`config.mk`:
```
export PLATFORM = sky130hd
export DESIGN_NAME = mlfq_lock_arbiter
export DESIGN_NICKNAME = d
export VERILOG_FILES = /design/src/sv/mlfq_pkg.sv /design/src/sv/mlfq_ctrl.sv /design/src/sv/mlfq_dp.sv /design/src/sv/mlfq_lock_arbiter.sv
export SDC_FILE = /design/constraint.sdc
export NUM_CORES = 1
export LEC_CHECK = 0
export BUFFER_PORTS_ARGS = -buffer_cell sky130_fd_sc_hd__buf_2
export CAP_MARGIN = 10
export CORE_ASPECT_RATIO = 1.1
export CORE_MARGIN = 2
export CORE_UTILIZATION = 57
export DETAILED_ROUTE_END_ITERATION = 10
export PLACE_DENSITY = 0.76
export SYNTH_ARGS = -nofsm -noshare
export SYNTH_HDL_FRONTEND = slang
export SYNTH_SLANG_ARGS = --single-unit
```
`constraint.sdc`:
```
create_clock -name clk -period 7.24 [get_ports clk]
set_clock_uncertainty 0.2 [all_clocks]
set_input_delay 0.724 -clock clk [delete_from_list [all_inputs] [get_ports clk]]
set_output_delay 0.724 -clock clk [all_outputs]
set_load 0.02 [all_outputs]
```
`src/sv/mlfq_pkg.sv`:
```
// ----------------------------------------------------------------------------
// mlfq_pkg
// Types and codes shared by the multilevel feedback queue lock arbiter.
// ----------------------------------------------------------------------------
package mlfq_pkg;

    // request commands
    localparam logic [1:0] CMD_LOCK   = 2'd0;
    localparam logic [1:0] CMD_UNLOCK = 2'd1;
    localparam logic [1:0] CMD_TICK   = 2'd2;

    // result status codes
    localparam logic [2:0] ST_GRANTED = 3'd0;
    localparam logic [2:0] ST_QUEUED  = 3'd1;
    localparam logic [2:0] ST_HANDOFF = 3'd2;
    localparam logic [2:0] ST_FREED   = 3'd3;
    localparam logic [2:0] ST_TICK    = 3'd4;
    localparam logic [2:0] ST_UNLKERR = 3'd5;

    // configuration register indexes
    localparam logic CFG_QUANTUM = 1'b0;
    localparam logic CFG_LEVELS  = 1'b1;

    // configuration reset values
    localparam logic [15:0] QUANTUM_RESET = 16'd1000;
    localparam logic [3:0]  LEVELS_RESET  = 4'd8;

    // divider length (hold timer width)
    localparam int TIMER_W = 32;

    typedef struct packed {
        logic [1:0] command;
        logic [3:0] thread_id;
    } req_t;

    typedef struct packed {
        logic [2:0] status;
        logic [3:0] woken_thread;
        logic [2:0] level;
        logic       lock_held;
    } rsp_t;

    // controller to datapath strobes
    typedef struct packed {
        logic latch_in;
        logic exec;
        logic div_start;
        logic div_step;
        logic scan;
        logic wake;
        logic load_out;
    } ctrl_cmd_t;

    // datapath to controller status
    typedef struct packed {
        logic is_unlock;
        logic busy;
        logic div_last;
        logic any_waiting;
        logic out_free;
    } ctrl_sts_t;

endpackage

```
`src/sv/mlfq_ctrl.sv`:
```
// ----------------------------------------------------------------------------
// mlfq_ctrl
// Sequencer: fetch, execute, divide, scan, wake and result hand-over.
// ----------------------------------------------------------------------------
module mlfq_ctrl (
    input  logic               clk,
    input  logic               rst_n,
    input  logic               cmd_valid,
    output logic               cmd_stall,
    input  mlfq_pkg::ctrl_sts_t sts,
    output mlfq_pkg::ctrl_cmd_t cmd
);
    import mlfq_pkg::*;

    typedef enum logic [6:0] {
        S_IDLE   = 7'b0000001,
        S_FETCH  = 7'b0000010,
        S_EXEC   = 7'b0000100,
        S_DIV    = 7'b0001000,
        S_SCAN   = 7'b0010000,
        S_WAKE   = 7'b0100000,
        S_RESULT = 7'b1000000
    } state_t;

    state_t state_reg, state_next;

    // state register
    always_ff @(posedge clk or negedge rst_n)
    begin
        if (!rst_n)
        begin
            state_reg <= S_IDLE;
        end
        else
        begin
            state_reg <= state_next;
        end
    end

    assign cmd_stall = (state_reg != S_IDLE);

    // next state and strobes
    always_comb
    begin
        state_next = state_reg;
        cmd        = '0;
        unique case (state_reg)
            S_IDLE:
            begin
                if (cmd_valid)
                begin
                    cmd.latch_in = 1'b1;
                    state_next   = S_FETCH;
                end
            end
            S_FETCH:
            begin
                state_next = S_EXEC;
            end
            S_EXEC:
            begin
                if (sts.is_unlock && sts.busy)
                begin
                    cmd.div_start = 1'b1;
                    state_next    = S_DIV;
                end
                else
                begin
                    cmd.exec   = 1'b1;
                    state_next = S_RESULT;
                end
            end
            S_DIV:
            begin
                cmd.div_step = 1'b1;
                if (sts.div_last)
                begin
                    state_next = S_SCAN;
                end
            end
            S_SCAN:
            begin
                cmd.scan   = 1'b1;
                state_next = sts.any_waiting ? S_WAKE : S_RESULT;
            end
            S_WAKE:
            begin
                cmd.wake   = 1'b1;
                state_next = S_RESULT;
            end
            S_RESULT:
            begin
                if (sts.out_free)
                begin
                    cmd.load_out = 1'b1;
                    state_next   = S_IDLE;
                end
            end
            default:
            begin
                state_next = S_IDLE;
            end
        endcase
    end

endmodule

```
`src/sv/mlfq_dp.sv`:
```
// ----------------------------------------------------------------------------
// mlfq_dp
// Datapath: lock state, hold timer, level table, level queues, divider and
// result register.
// ----------------------------------------------------------------------------
module mlfq_dp #(
    parameter int THREADS = 16,
    parameter int LEVELS  = 8
) (
    input  logic                clk,
    input  logic                rst_n,
    input  logic                cfg_write,
    input  logic                cfg_index,
    input  logic [15:0]         cfg_data,
    input  mlfq_pkg::req_t      cmd_item,
    output logic                res_valid,
    input  logic                res_stall,
    output mlfq_pkg::rsp_t      res_item,
    input  mlfq_pkg::ctrl_cmd_t cmd,
    output mlfq_pkg::ctrl_sts_t sts
);
    import mlfq_pkg::*;

    localparam int TW = $clog2(THREADS);
    localparam int LW = (LEVELS > 1) ? $clog2(LEVELS) : 1;
    localparam int CW = $clog2(THREADS + 1);
    localparam int AW = $clog2(LEVELS * THREADS);
    localparam int DCW = $clog2(TIMER_W);

    // configuration
    logic [15:0] quantum_reg;
    logic [3:0]  levels_reg;

    always_ff @(posedge clk or negedge rst_n)
    begin
        if (!rst_n)
        begin
            quantum_reg <= QUANTUM_RESET;
            levels_reg  <= LEVELS_RESET;
        end
        else if (cfg_write)
        begin
            unique case (cfg_index)
                CFG_QUANTUM: quantum_reg <= cfg_data;
                CFG_LEVELS:  levels_reg  <= cfg_data[3:0];
                default:     quantum_reg <= quantum_reg;
            endcase
        end
    end

    // last level in use
    logic [LW-1:0] last_lvl;
    always_comb
    begin
        if (levels_reg == 4'd0)
        begin
            last_lvl = '0;
        end
        else if (6'(levels_reg) > 6'(LEVELS))
        begin
            last_lvl = LW'(LEVELS - 1);
        end
        else
        begin
            last_lvl = LW'(levels_reg - 4'd1);
        end
    end

    // latched request
    logic [1:0]    op_reg;
    logic [TW-1:0] tid_reg;

    always_ff @(posedge clk)
    begin
        if (cmd.latch_in)
        begin
            op_reg  <= cmd_item.command;
            tid_reg <= TW'(cmd_item.thread_id % THREADS);
        end
    end

    // lock state and hold timer registers
    logic               busy_reg;
    logic [TIMER_W-1:0] timer_reg;

    // thread level table: memory plus reset-cleared valid bits
    logic [LW-1:0]      tbl_mem [THREADS];
    logic [LW-1:0]      tbl_rdata;
    logic [THREADS-1:0] tbl_valid_reg;
    logic [LW-1:0]      tbl_level;
    logic [LW-1:0]      new_lvl;

    always_ff @(posedge clk)
    begin
        if (cmd.scan)
        begin
            tbl_mem[tid_reg] <= new_lvl;
        end
        tbl_rdata <= tbl_mem[tid_reg];
    end

    always_ff @(posedge clk or negedge rst_n)
    begin
        if (!rst_n)
        begin
            tbl_valid_reg <= '0;
        end
        else if (cmd.scan)
        begin
            tbl_valid_reg[tid_reg] <= 1'b1;
        end
    end

    assign tbl_level = tbl_valid_reg[tid_reg] ? tbl_rdata : '0;

    // level queue pointers and counts
    logic [TW-1:0] head_reg  [LEVELS];
    logic [TW-1:0] tail_reg  [LEVELS];
    logic [CW-1:0] count_reg [LEVELS];

    // enqueue level and wake level
    logic [LW-1:0]  q_lvl;
    logic [LW-1:0]  found_lvl;
    logic           any_waiting;
    logic           enq;
    logic [TW-1:0]  tail_cur;
    logic [TW-1:0]  head_cur;

    assign q_lvl    = (tbl_level > last_lvl) ? last_lvl : tbl_level;
    assign tail_cur = tail_reg[q_lvl];
    assign head_cur = head_reg[found_lvl];
    assign enq      = cmd.exec && (op_reg == CMD_LOCK) && busy_reg &&
                      (count_reg[q_lvl] < CW'(THREADS));

    // first non-empty level
    always_comb
    begin
        found_lvl   = '0;
        any_waiting = 1'b0;
        for (int i = LEVELS - 1; i >= 0; i--)
        begin
            if (count_reg[i] != '0)
            begin
                found_lvl   = LW'(i);
                any_waiting = 1'b1;
            end
        end
    end

    always_ff @(posedge clk or negedge rst_n)
    begin
        if (!rst_n)
        begin
            for (int i = 0; i < LEVELS; i++)
            begin
                head_reg[i]  <= '0;
                tail_reg[i]  <= '0;
                count_reg[i] <= '0;
            end
        end
        else if (enq)
        begin
            tail_reg[q_lvl]  <= (32'(tail_cur) == THREADS - 1) ? '0 : tail_cur + 1'b1;
            count_reg[q_lvl] <= count_reg[q_lvl] + 1'b1;
        end
        else if (cmd.scan && any_waiting)
        begin
            head_reg[found_lvl]  <= (32'(head_cur) == THREADS - 1) ? '0 : head_cur + 1'b1;
            count_reg[found_lvl] <= count_reg[found_lvl] - 1'b1;
        end
    end

    // queue store
    logic [TW-1:0] store_mem [LEVELS * THREADS];
    logic [TW-1:0] store_rdata;
    logic [AW-1:0] wr_addr;
    logic [AW-1:0] rd_addr;

    assign wr_addr = AW'(AW'(q_lvl) * AW'(THREADS) + AW'(tail_cur));
    assign rd_addr = AW'(AW'(found_lvl) * AW'(THREADS) + AW'(head_cur));

    always_ff @(posedge clk)
    begin
        if (enq)
        begin
            store_mem[wr_addr] <= tid_reg;
        end
        store_rdata <= store_mem[rd_addr];
    end

    // restoring divider: hold timer / quantum
    logic [TIMER_W-1:0] qd_reg;
    logic [15:0]        rem_reg;
    logic [DCW-1:0]     dcnt_reg;
    logic [15:0]        divisor;
    logic [16:0]        trial;
    logic               fits;

    assign divisor = (quantum_reg == 16'd0) ? 16'd1 : quantum_reg;
    assign trial   = {rem_reg, qd_reg[TIMER_W-1]};
    assign fits    = (trial >= {1'b0, divisor});

    always_ff @(posedge clk)
    begin
        if (cmd.div_start)
        begin
            qd_reg   <= timer_reg;
            rem_reg  <= '0;
            dcnt_reg <= '0;
        end
        else if (cmd.div_step)
        begin
            qd_reg   <= {qd_reg[TIMER_W-2:0], fits};
            rem_reg  <= fits ? 16'(trial - {1'b0, divisor}) : trial[15:0];
            dcnt_reg <= dcnt_reg + 1'b1;
        end
    end

    // releaser's new level, saturating at the last level in use
    logic [LW-1:0] lvl_room;
    always_comb
    begin
        lvl_room = last_lvl - tbl_level;
        if (tbl_level > last_lvl)
        begin
            new_lvl = last_lvl;
        end
        else if (qd_reg >= TIMER_W'(lvl_room))
        begin
            new_lvl = last_lvl;
        end
        else
        begin
            new_lvl = tbl_level + LW'(qd_reg);
        end
    end

    // lock state and hold timer
    always_ff @(posedge clk or negedge rst_n)
    begin
        if (!rst_n)
        begin
            busy_reg  <= 1'b0;
            timer_reg <= '0;
        end
        else if (cmd.exec && (op_reg == CMD_LOCK) && !busy_reg)
        begin
            busy_reg  <= 1'b1;
            timer_reg <= '0;
        end
        else if (cmd.exec && (op_reg == CMD_TICK) && (timer_reg != '1))
        begin
            timer_reg <= timer_reg + 1'b1;
        end
        else if (cmd.scan)
        begin
            if (any_waiting)
            begin
                timer_reg <= '0;
            end
            else
            begin
                busy_reg <= 1'b0;
            end
        end
    end

    // pending result
    logic [2:0]    rs_status_reg;
    logic [TW-1:0] rs_woken_reg;
    logic [LW-1:0] rs_level_reg;

    always_ff @(posedge clk)
    begin
        if (cmd.exec)
        begin
            rs_woken_reg <= '0;
            rs_level_reg <= '0;
            priority if (op_reg == CMD_LOCK)
            begin
                rs_status_reg <= busy_reg ? ST_QUEUED : ST_GRANTED;
                rs_level_reg  <= busy_reg ? q_lvl : '0;
            end
            else if (op_reg == CMD_UNLOCK)
            begin
                rs_status_reg <= ST_UNLKERR;
            end
            else
            begin
                rs_status_reg <= ST_TICK;
            end
        end
        else if (cmd.scan)
        begin
            rs_status_reg <= any_waiting ? ST_HANDOFF : ST_FREED;
            rs_woken_reg  <= '0;
            rs_level_reg  <= new_lvl;
        end
        else if (cmd.wake)
        begin
            rs_woken_reg <= store_rdata;
        end
    end

    // output register
    logic res_valid_reg;
    rsp_t res_item_reg;

    always_ff @(posedge clk or negedge rst_n)
    begin
        if (!rst_n)
        begin
            res_valid_reg <= 1'b0;
        end
        else if (cmd.load_out)
        begin
            res_valid_reg <= 1'b1;
        end
        else if (!res_stall)
        begin
            res_valid_reg <= 1'b0;
        end
    end

    always_ff @(posedge clk)
    begin
        if (cmd.load_out)
        begin
            res_item_reg.status       <= rs_status_reg;
            res_item_reg.woken_thread <= 4'(rs_woken_reg);
            res_item_reg.level        <= 3'(rs_level_reg);
            res_item_reg.lock_held    <= busy_reg;
        end
    end

    assign res_valid = res_valid_reg;
    assign res_item  = res_item_reg;

    // status to the sequencer
    assign sts.is_unlock   = (op_reg == CMD_UNLOCK);
    assign sts.busy        = busy_reg;
    assign sts.div_last    = (dcnt_reg == DCW'(TIMER_W - 1));
    assign sts.any_waiting = any_waiting;
    assign sts.out_free    = !res_valid_reg || !res_stall;

`ifndef SYNTH
    a_handoff_held: assert property (@(posedge clk) disable iff (!rst_n)
        (res_valid && res_item.status == ST_HANDOFF) |-> res_item.lock_held)
        else $error("hand-off result with lock free");
    a_freed_free: assert property (@(posedge clk) disable iff (!rst_n)
        (res_valid && res_item.status == ST_FREED) |-> !res_item.lock_held)
        else $error("freed result with lock held");
    a_grant_busy: assert property (@(posedge clk) disable iff (!rst_n)
        (cmd.exec && op_reg == CMD_LOCK && !busy_reg) |=> busy_reg)
        else $error("grant did not take the lock");
    a_no_enq_free: assert property (@(posedge clk) disable iff (!rst_n)
        enq |-> busy_reg)
        else $error("enqueue while lock free");
`endif

endmodule

```
`src/sv/mlfq_lock_arbiter.sv`:
```
// ----------------------------------------------------------------------------
// mlfq_lock_arbiter
// Lock manager with multilevel feedback queues.
// ----------------------------------------------------------------------------
// One request is handled at a time. A lock request, a tick or an unlock of a
// free lock passes through fetch and execute to the result state; an unlock
// of a held lock instead runs the bit-serial divider (32 steps) that divides
// the hold timer by the quantum, then the scan and, when it hands the lock
// off, a wake before the result state.
// The result register lets a new request be accepted while the last result
// still waits to be taken. No clearing pass follows reset.
module mlfq_lock_arbiter #(
    parameter int THREADS = 16,
    parameter int LEVELS  = 8
) (
    input  logic           clk,
    input  logic           rst_n,
    input  logic           cfg_write,
    input  logic           cfg_index,
    input  logic [15:0]    cfg_data,
    input  logic           cmd_valid,
    output logic           cmd_stall,
    input  mlfq_pkg::req_t cmd_item,
    output logic           res_valid,
    input  logic           res_stall,
    output mlfq_pkg::rsp_t res_item
);
    import mlfq_pkg::*;

    ctrl_cmd_t ctl;
    ctrl_sts_t sts;

    mlfq_ctrl u_ctrl (
        .clk       (clk),
        .rst_n     (rst_n),
        .cmd_valid (cmd_valid),
        .cmd_stall (cmd_stall),
        .sts       (sts),
        .cmd       (ctl)
    );

    mlfq_dp #(
        .THREADS (THREADS),
        .LEVELS  (LEVELS)
    ) u_dp (
        .clk       (clk),
        .rst_n     (rst_n),
        .cfg_write (cfg_write),
        .cfg_index (cfg_index),
        .cfg_data  (cfg_data),
        .cmd_item  (cmd_item),
        .res_valid (res_valid),
        .res_stall (res_stall),
        .res_item  (res_item),
        .cmd       (ctl),
        .sts       (sts)
    );

endmodule

```
* Word level (Yosys, flattened, before mapping)
Memories as Yosys holds them, arrays and structs flattened. A register that Yosys moved wholly into a read port is not among the register bits. Index checks and enable logic that the tools add are counted.
Word-level totals: flip-flop bits (word level) 261, memory bits (writable) 560, word-level logic and storage cells 230, memories 2
Memory list:
- u_dp.store_mem | words 128, width 4, read ports 1, clocked after Yosys merged registers in 1, wr ports 1, RTL line mlfq_dp.sv:174 | logic [TW-1:0] store_mem [LEVELS * THREADS];
- u_dp.tbl_mem | words 16, width 3, read ports 1, clocked after Yosys merged registers in 1, wr ports 1, RTL line mlfq_dp.sv:87 | logic [LW-1:0] tbl_mem [THREADS];
Cells by class: $add $sub $neg 12, magnitude comparators 11, equal/unequal tests 20, multiplexer cells 98, bitwise operators 5, reduce and logical (&&, ||, !) cells 39
Operators by type and width (count):
- 32-bit two-way mux | 6
- 40-bit bitwise mux | 2
- 40-bit two-way mux | 2
- 32-bit bitwise mux | 2
- 3-bit two-way mux | 21
- 7-bit one-hot mux with 7 select lines | 1
- 5-bit nonzero test | 8
- 7-bit two-way mux | 5
- 32-bit by 1-bit adder with 32-bit output (second input constant) | 1
- 32-bit by 3-bit >= comparator with 1-bit output | 1
- 1-bit two-way mux | 32
- 16-bit two-way mux | 2
- 4-bit two-way mux | 8
- 32-bit != test (second input constant) | 1
- 5-bit binary-select mux with 3-bit select | 2
- 5-bit demux with 3-bit select | 2
- 5-bit two-way mux | 6
- 4-bit binary-select mux with 3-bit select | 2
- 4-bit demux with 3-bit select | 2
- 17-bit by 16-bit >= comparator with 1-bit output | 1
- 16-bit zero test | 1
- 16-bit OR | 1
- 16-bit subtractor | 1
- 7-bit by 4-bit adder with 7-bit output | 2
- 42 further kinds | 73

* Longest topological paths before layout
word-level depth 17, mapped depth 20, mapped depth without buffers 18

* Modules after synthesis
A second synthesis with hierarchy kept.
Unflattened totals: cells, all modules 3034, area total of the unflattened synthesis 36990.5 um2
Modules (own cells, without submodules):
- mlfq_dp | instances 1, cells an instance 2989, area each 36591.3 um2, sequential area each 23471.3 um2
- mlfq_ctrl | instances 1, cells an instance 45, area each 399.1 um2, sequential area each 176.4 um2

* Worst setup path before layout
OpenSTA, ideal clock, no wires.
kind register to register, start point register u_dp.tid_reg[0], end point memory u_dp.store_mem[64][0] (netlist bit), enable pin, arrival 6866 ps, required time 6710 ps, setup slack -156 ps, cell stages (with the launch flop) 19, clock period less this slack 7396 ps, cells stage by stage edfxtp_1 -> buf_2 -> mux4_2 -> mux4_2 -> nand2_1 -> inv_1 -> ha_1 -> inv_1 -> a21o_1 -> a21o_1 -> clkbuf_1 -> mux2i_1 -> mux2i_1 -> o21ai_0 -> a211oi_1 -> nand4_1 -> nand2b_1 -> buf_2 -> nor2_1
On the way: cells in the longest elaborated chain, start to end 13
RTL lines:
- start: declaration | RTL line mlfq_dp.sv:71 | logic [TW-1:0] tid_reg;
- start signal: assignment | RTL line mlfq_dp.sv:78 | tid_reg <= TW'(cmd_item.thread_id % THREADS);
- 1-bit binary-select mux with 4-bit select (*) | RTL line mlfq_dp.sv:114 | assign tbl_level = tbl_valid_reg[tid_reg] ? tbl_rdata : '0;
- 1-bit two-way mux (implied by the code) (*) | RTL line mlfq_dp.sv:114
- 3-bit two-way mux (*) | RTL line mlfq_dp.sv:114
- 3-bit greater-than comparator | RTL line mlfq_dp.sv:129 | assign q_lvl = (tbl_level > last_lvl) ? last_lvl : tbl_level;
- 3-bit two-way mux (*) | RTL line mlfq_dp.sv:129
- 3-bit NOT with 4-bit output (implied by the code) | RTL line mlfq_dp.sv:130, mlfq_dp.sv:133
- 5-bit binary-select mux with 3-bit select | RTL line mlfq_dp.sv:133 | (count_reg[q_lvl] < CW'(THREADS));
- 5-bit two-way mux (implied by the code) (2 in a row) | RTL line mlfq_dp.sv:133
- 5-bit < comparator | RTL line mlfq_dp.sv:133
- 1-bit logical AND | RTL line mlfq_dp.sv:132 | assign enq = cmd.exec && (op_reg == CMD_LOCK) && busy_reg &&
- 1-bit two-way mux | RTL line mlfq_dp.sv:184 | if (enq)
- 1-bit two-way mux (implied by the code) | RTL line mlfq_dp.sv:186 | store_mem[wr_addr] <= tid_reg;
- end: declaration | RTL line mlfq_dp.sv:174
Mark *: on every way between the ends. The rest lies on a longest branch, timed or not. The select of a mux whose other input is x is not followed.

* Worst setup path after layout
start point register u_dp.tid_reg[0], end point memory u_dp.store_mem[91][0] (netlist bit), enable pin
Same word-level chain as after synthesis.

==> results.sh <==
export IMPL_final_cell_count_no_fill=4013
export IMPL_final_common_cell="edfxtp_1"
export IMPL_ir_worst_vdd_mv=0.243
export IMPL_cts_tree="built"
export IMPL_status="finished, violations left"
export IMPL_gr_total_overflow=0
export IMPL_switching_share=0.280
export IMPL_die_h_um=272
export IMPL_worst_ep_arrival_time_ns=6.74
export IMPL_violations="negative hold slack"
export IMPL_synthCells=3069
export IMPL_power_switching_mw=3.33
export IMPL_start_kind="register"
export IMPL_p_int_mw=8.55
export IMPL_layout_common_cells="edfxtp_1, nand2_1, nor2_1, nand3_1, o21ai_0"
export IMPL_regToRegStartpoint="u_dp.tid_reg[0]$_DFFE_PP_"
export IMPL_place_inst=3864
export IMPL_final_hold_viol_count=1
export IMPL_fin_hold_ws_ns=-0.00378
export IMPL_setup_viol=0
export IMPL_startpoint="u_dp.tid_reg[0]$_DFFE_PP_"
export IMPL_grt_pass1_wl_mm=164
export IMPL_cts_resized=0
export IMPL_clockPowerShare=0.382
export IMPL_slew_headroom=0.207
export IMPL_final_antenna_net_count=0
export IMPL_drt_wl_total_mm=109
export IMPL_initial_core_util=0.574
export IMPL_maxSlewViolCount=0
export IMPL_cts_root_buf="clkbuf_16"
export IMPL_coreArea_mm2=0.0649
export IMPL_vias_per_cell=6.76
export IMPL_syn_cell_area_mm2=0.0372
export IMPL_pwr_share_seq=0.456
export IMPL_die_area_mm2=0.0674
export IMPL_area_delta_synth_final_pct=10.7
export IMPL_power_density_mw_per_mm2=288
export IMPL_period_share=0.918
export IMPL_ctsHoldBuffers=0
export IMPL_pin_count=41
export IMPL_largest_reg_flops=512
export IMPL_clock_path_buffers=3
export IMPL_antenna_found_initial=0
export IMPL_synthDistinctLibCells=103
export IMPL_cp_max_fo=14
export IMPL_num_vias=27100
export IMPL_dp_hpwl_mm=71.0
export IMPL_drt_first_pass_iters=7
export IMPL_synth_area_per_cell_um2=12.1
export IMPL_max_freq_mhz=150
export IMPL_clkLatencyLatePin_ns=0.65
export IMPL_io_buffers=40
export IMPL_grt_pass1_vias=26600
export IMPL_p_comb_frac=0.161
export IMPL_die_w_um=248
export IMPL_min_period_ns=6.64
export IMPL_max_cap_violations=0
export IMPL_synth_top_area_frac=0.496
export IMPL_rows=98
export IMPL_tightestPinTransition_ns=1.19
export IMPL_fill_cells=4737
export IMPL_synth_edf_count=615
export IMPL_endpoint_kind="register"
export IMPL_synth_ff_type="edfxtp_1"
export IMPL_grt_max_degree=103
export IMPL_fin_tns_setup_ns=0
export IMPL_finalWeightedCongestion=0.989
export IMPL_synth_area_leaders="edfxtp_1, dfrtp_1, nand2_1, mux2i_1, nand3_1"
export IMPL_nets=3161
export IMPL_n_antenna_cell=0
export IMPL_multiInputGateArea_mm2=0.0127
export IMPL_cts_sinks=828
export IMPL_drt_initial_drc_count=3785
export IMPL_cts_made_buffers=81
export IMPL_drc=0
export IMPL_ys_ff_latch=828
export IMPL_hold_path_class="primary input to asynchronous set/reset pin"
export IMPL_p_leak_nw=15.0
export IMPL_layout_drive_gt1_share=0.115
export IMPL_worst_setup_path_type="register to register"
export IMPL_seq_area_mm2=0.0236
export IMPL_rsz0062_at_grt="no"
export IMPL_htreeDepth=3
export IMPL_synth_nets=3132
export IMPL_yosys_warnings=0
export IMPL_path_clk_slew_ns=0.06
export IMPL_yosys_area_top_type="edfxtp_1"
export IMPL_yosysSeqAreaShare=0.635
export IMPL_r2r_cells=15
export IMPL_grt_usage=0.324
export IMPL_crit_required_ns=7.33
export IMPL_cts_setup_buffers=0
export IMPL_wl_per_cell_um=27.1
export IMPL_synth_async_reset_ratio=0.219
[worst max-delay path: stages (launching register included)]
cell and delay [ns]:
edfxtp_1 0.68, mux4_2 0.60, mux4_2 0.50, nand2_1 0.22
inv_1 0.10, ha_1 0.19, inv_1 0.09, a21o_1 0.11
a21o_1 0.31, mux2i_2 0.68, mux4_2 0.59, nand2_1 0.12
nand2_1 0.25, nor3_1 0.35, nand2_1 0.68, nor2_1 0.60
[worst paths after layout]
| check | slack (ns) | endpoint |
|---|---|---|
| worst max-delay path | 0.60 | u_dp.store_mem[91][0]$_DFFE_PP_ |
| worst min-delay path | -0.004 | u_dp.tbl_valid_reg[7]$_DFFE_PN0P_ |
| worst max register to register | 0.60 | u_dp.store_mem[91][0]$_DFFE_PP_ |
| worst min register to register | 0.24 | u_dp.res_item[6]$_DFFE_PP_ |
| max in group asynchronous | 5.16 | u_dp.quantum_reg[4]$_DFFE_PN0P_ |
| min in group clk | 0.05 | u_dp.op_reg[0]$_DFFE_PP_ |
[cells in the mapped netlist, drive strengths merged, types with 14 or more instances]
cell and number:
inv 57, or3 14, nor2 258, o221ai 25, mux4 27, a22oi 18, clkbuf 97, nor4 25
a31oi 28, nor3 34, buf 66, ha 32, dfrtp 173, a311oi 21, a221o 19, mux2i 162
dfxtp 32, nand4 36, or2 23, xnor2 14, or4 15, a21oi 35, nand3 190, edfxtp 615
and3 42, a211oi 17, a2111oi 15, o211ai 21, nand2 505, mux2 36, a21boi 15, o21ai 192
[cell type report]
type,count,share of cell area
Inverter,58,0.00534
Multi-Input combinational cell,2020,0.307
Sequential cell,828,0.574
Clock buffer,97,0.0519
Timing Repair Buffer,109,0.0187
Clock inverter,51,0.0176
Tap cell,850,0.0258
[per-layer routing]
metal / track usage / up-vias / share of wire
met2: 0.506 / 1824 / 0.47
met5: 0 / - / 0
met1: 0.420 / 13300 / 0.36
met3: 0.0707 / 396 / 0.11
met4: 0.187 / 0 / 0.064
li1: - / 11600 / -
[cell families (layout without fill, tap and decap cells)]
logic type	Yosys count	in the layout	share of synthesized area
buf+inv	221	315	0.0265
xor+xnor	27	27	0.00635
mux	225	225	0.0708
flops	828	828	0.635
simple gates	1204	1204	0.150
compound gates	528	528	0.0989
fa+ha+maj	36	36	0.0126
[stage by stage]
stage	setup slack [ns]	cell area [um^2]	util	total power [mW]
3_3_place_gp	0.962	38300	0.591	7.34
4_1_cts	0.735	41200	0.635	11.9
2_1_floorplan	0.0201	37200	-	6.68
5_1_grt	0.277	41200	0.635	12.2
3_5_place_dp	0.707	38300	0.591	7.37
6_report	0.595	41200	0.635	11.9
[power groups by stage]
stage | combinational (mW) | clock (mW) | sequential (mW)
2_1_floorplan | 1.11 | 0 | 5.57
3_3_place_gp | 1.83 | 0 | 5.51
3_5_place_dp | 1.85 | 0 | 5.52
4_1_cts | 1.87 | 4.57 | 5.42
5_1_grt | 2.01 | 4.75 | 5.43
6_report | 1.92 | 4.54 | 5.42
Power figures use the tool's default switching activity.
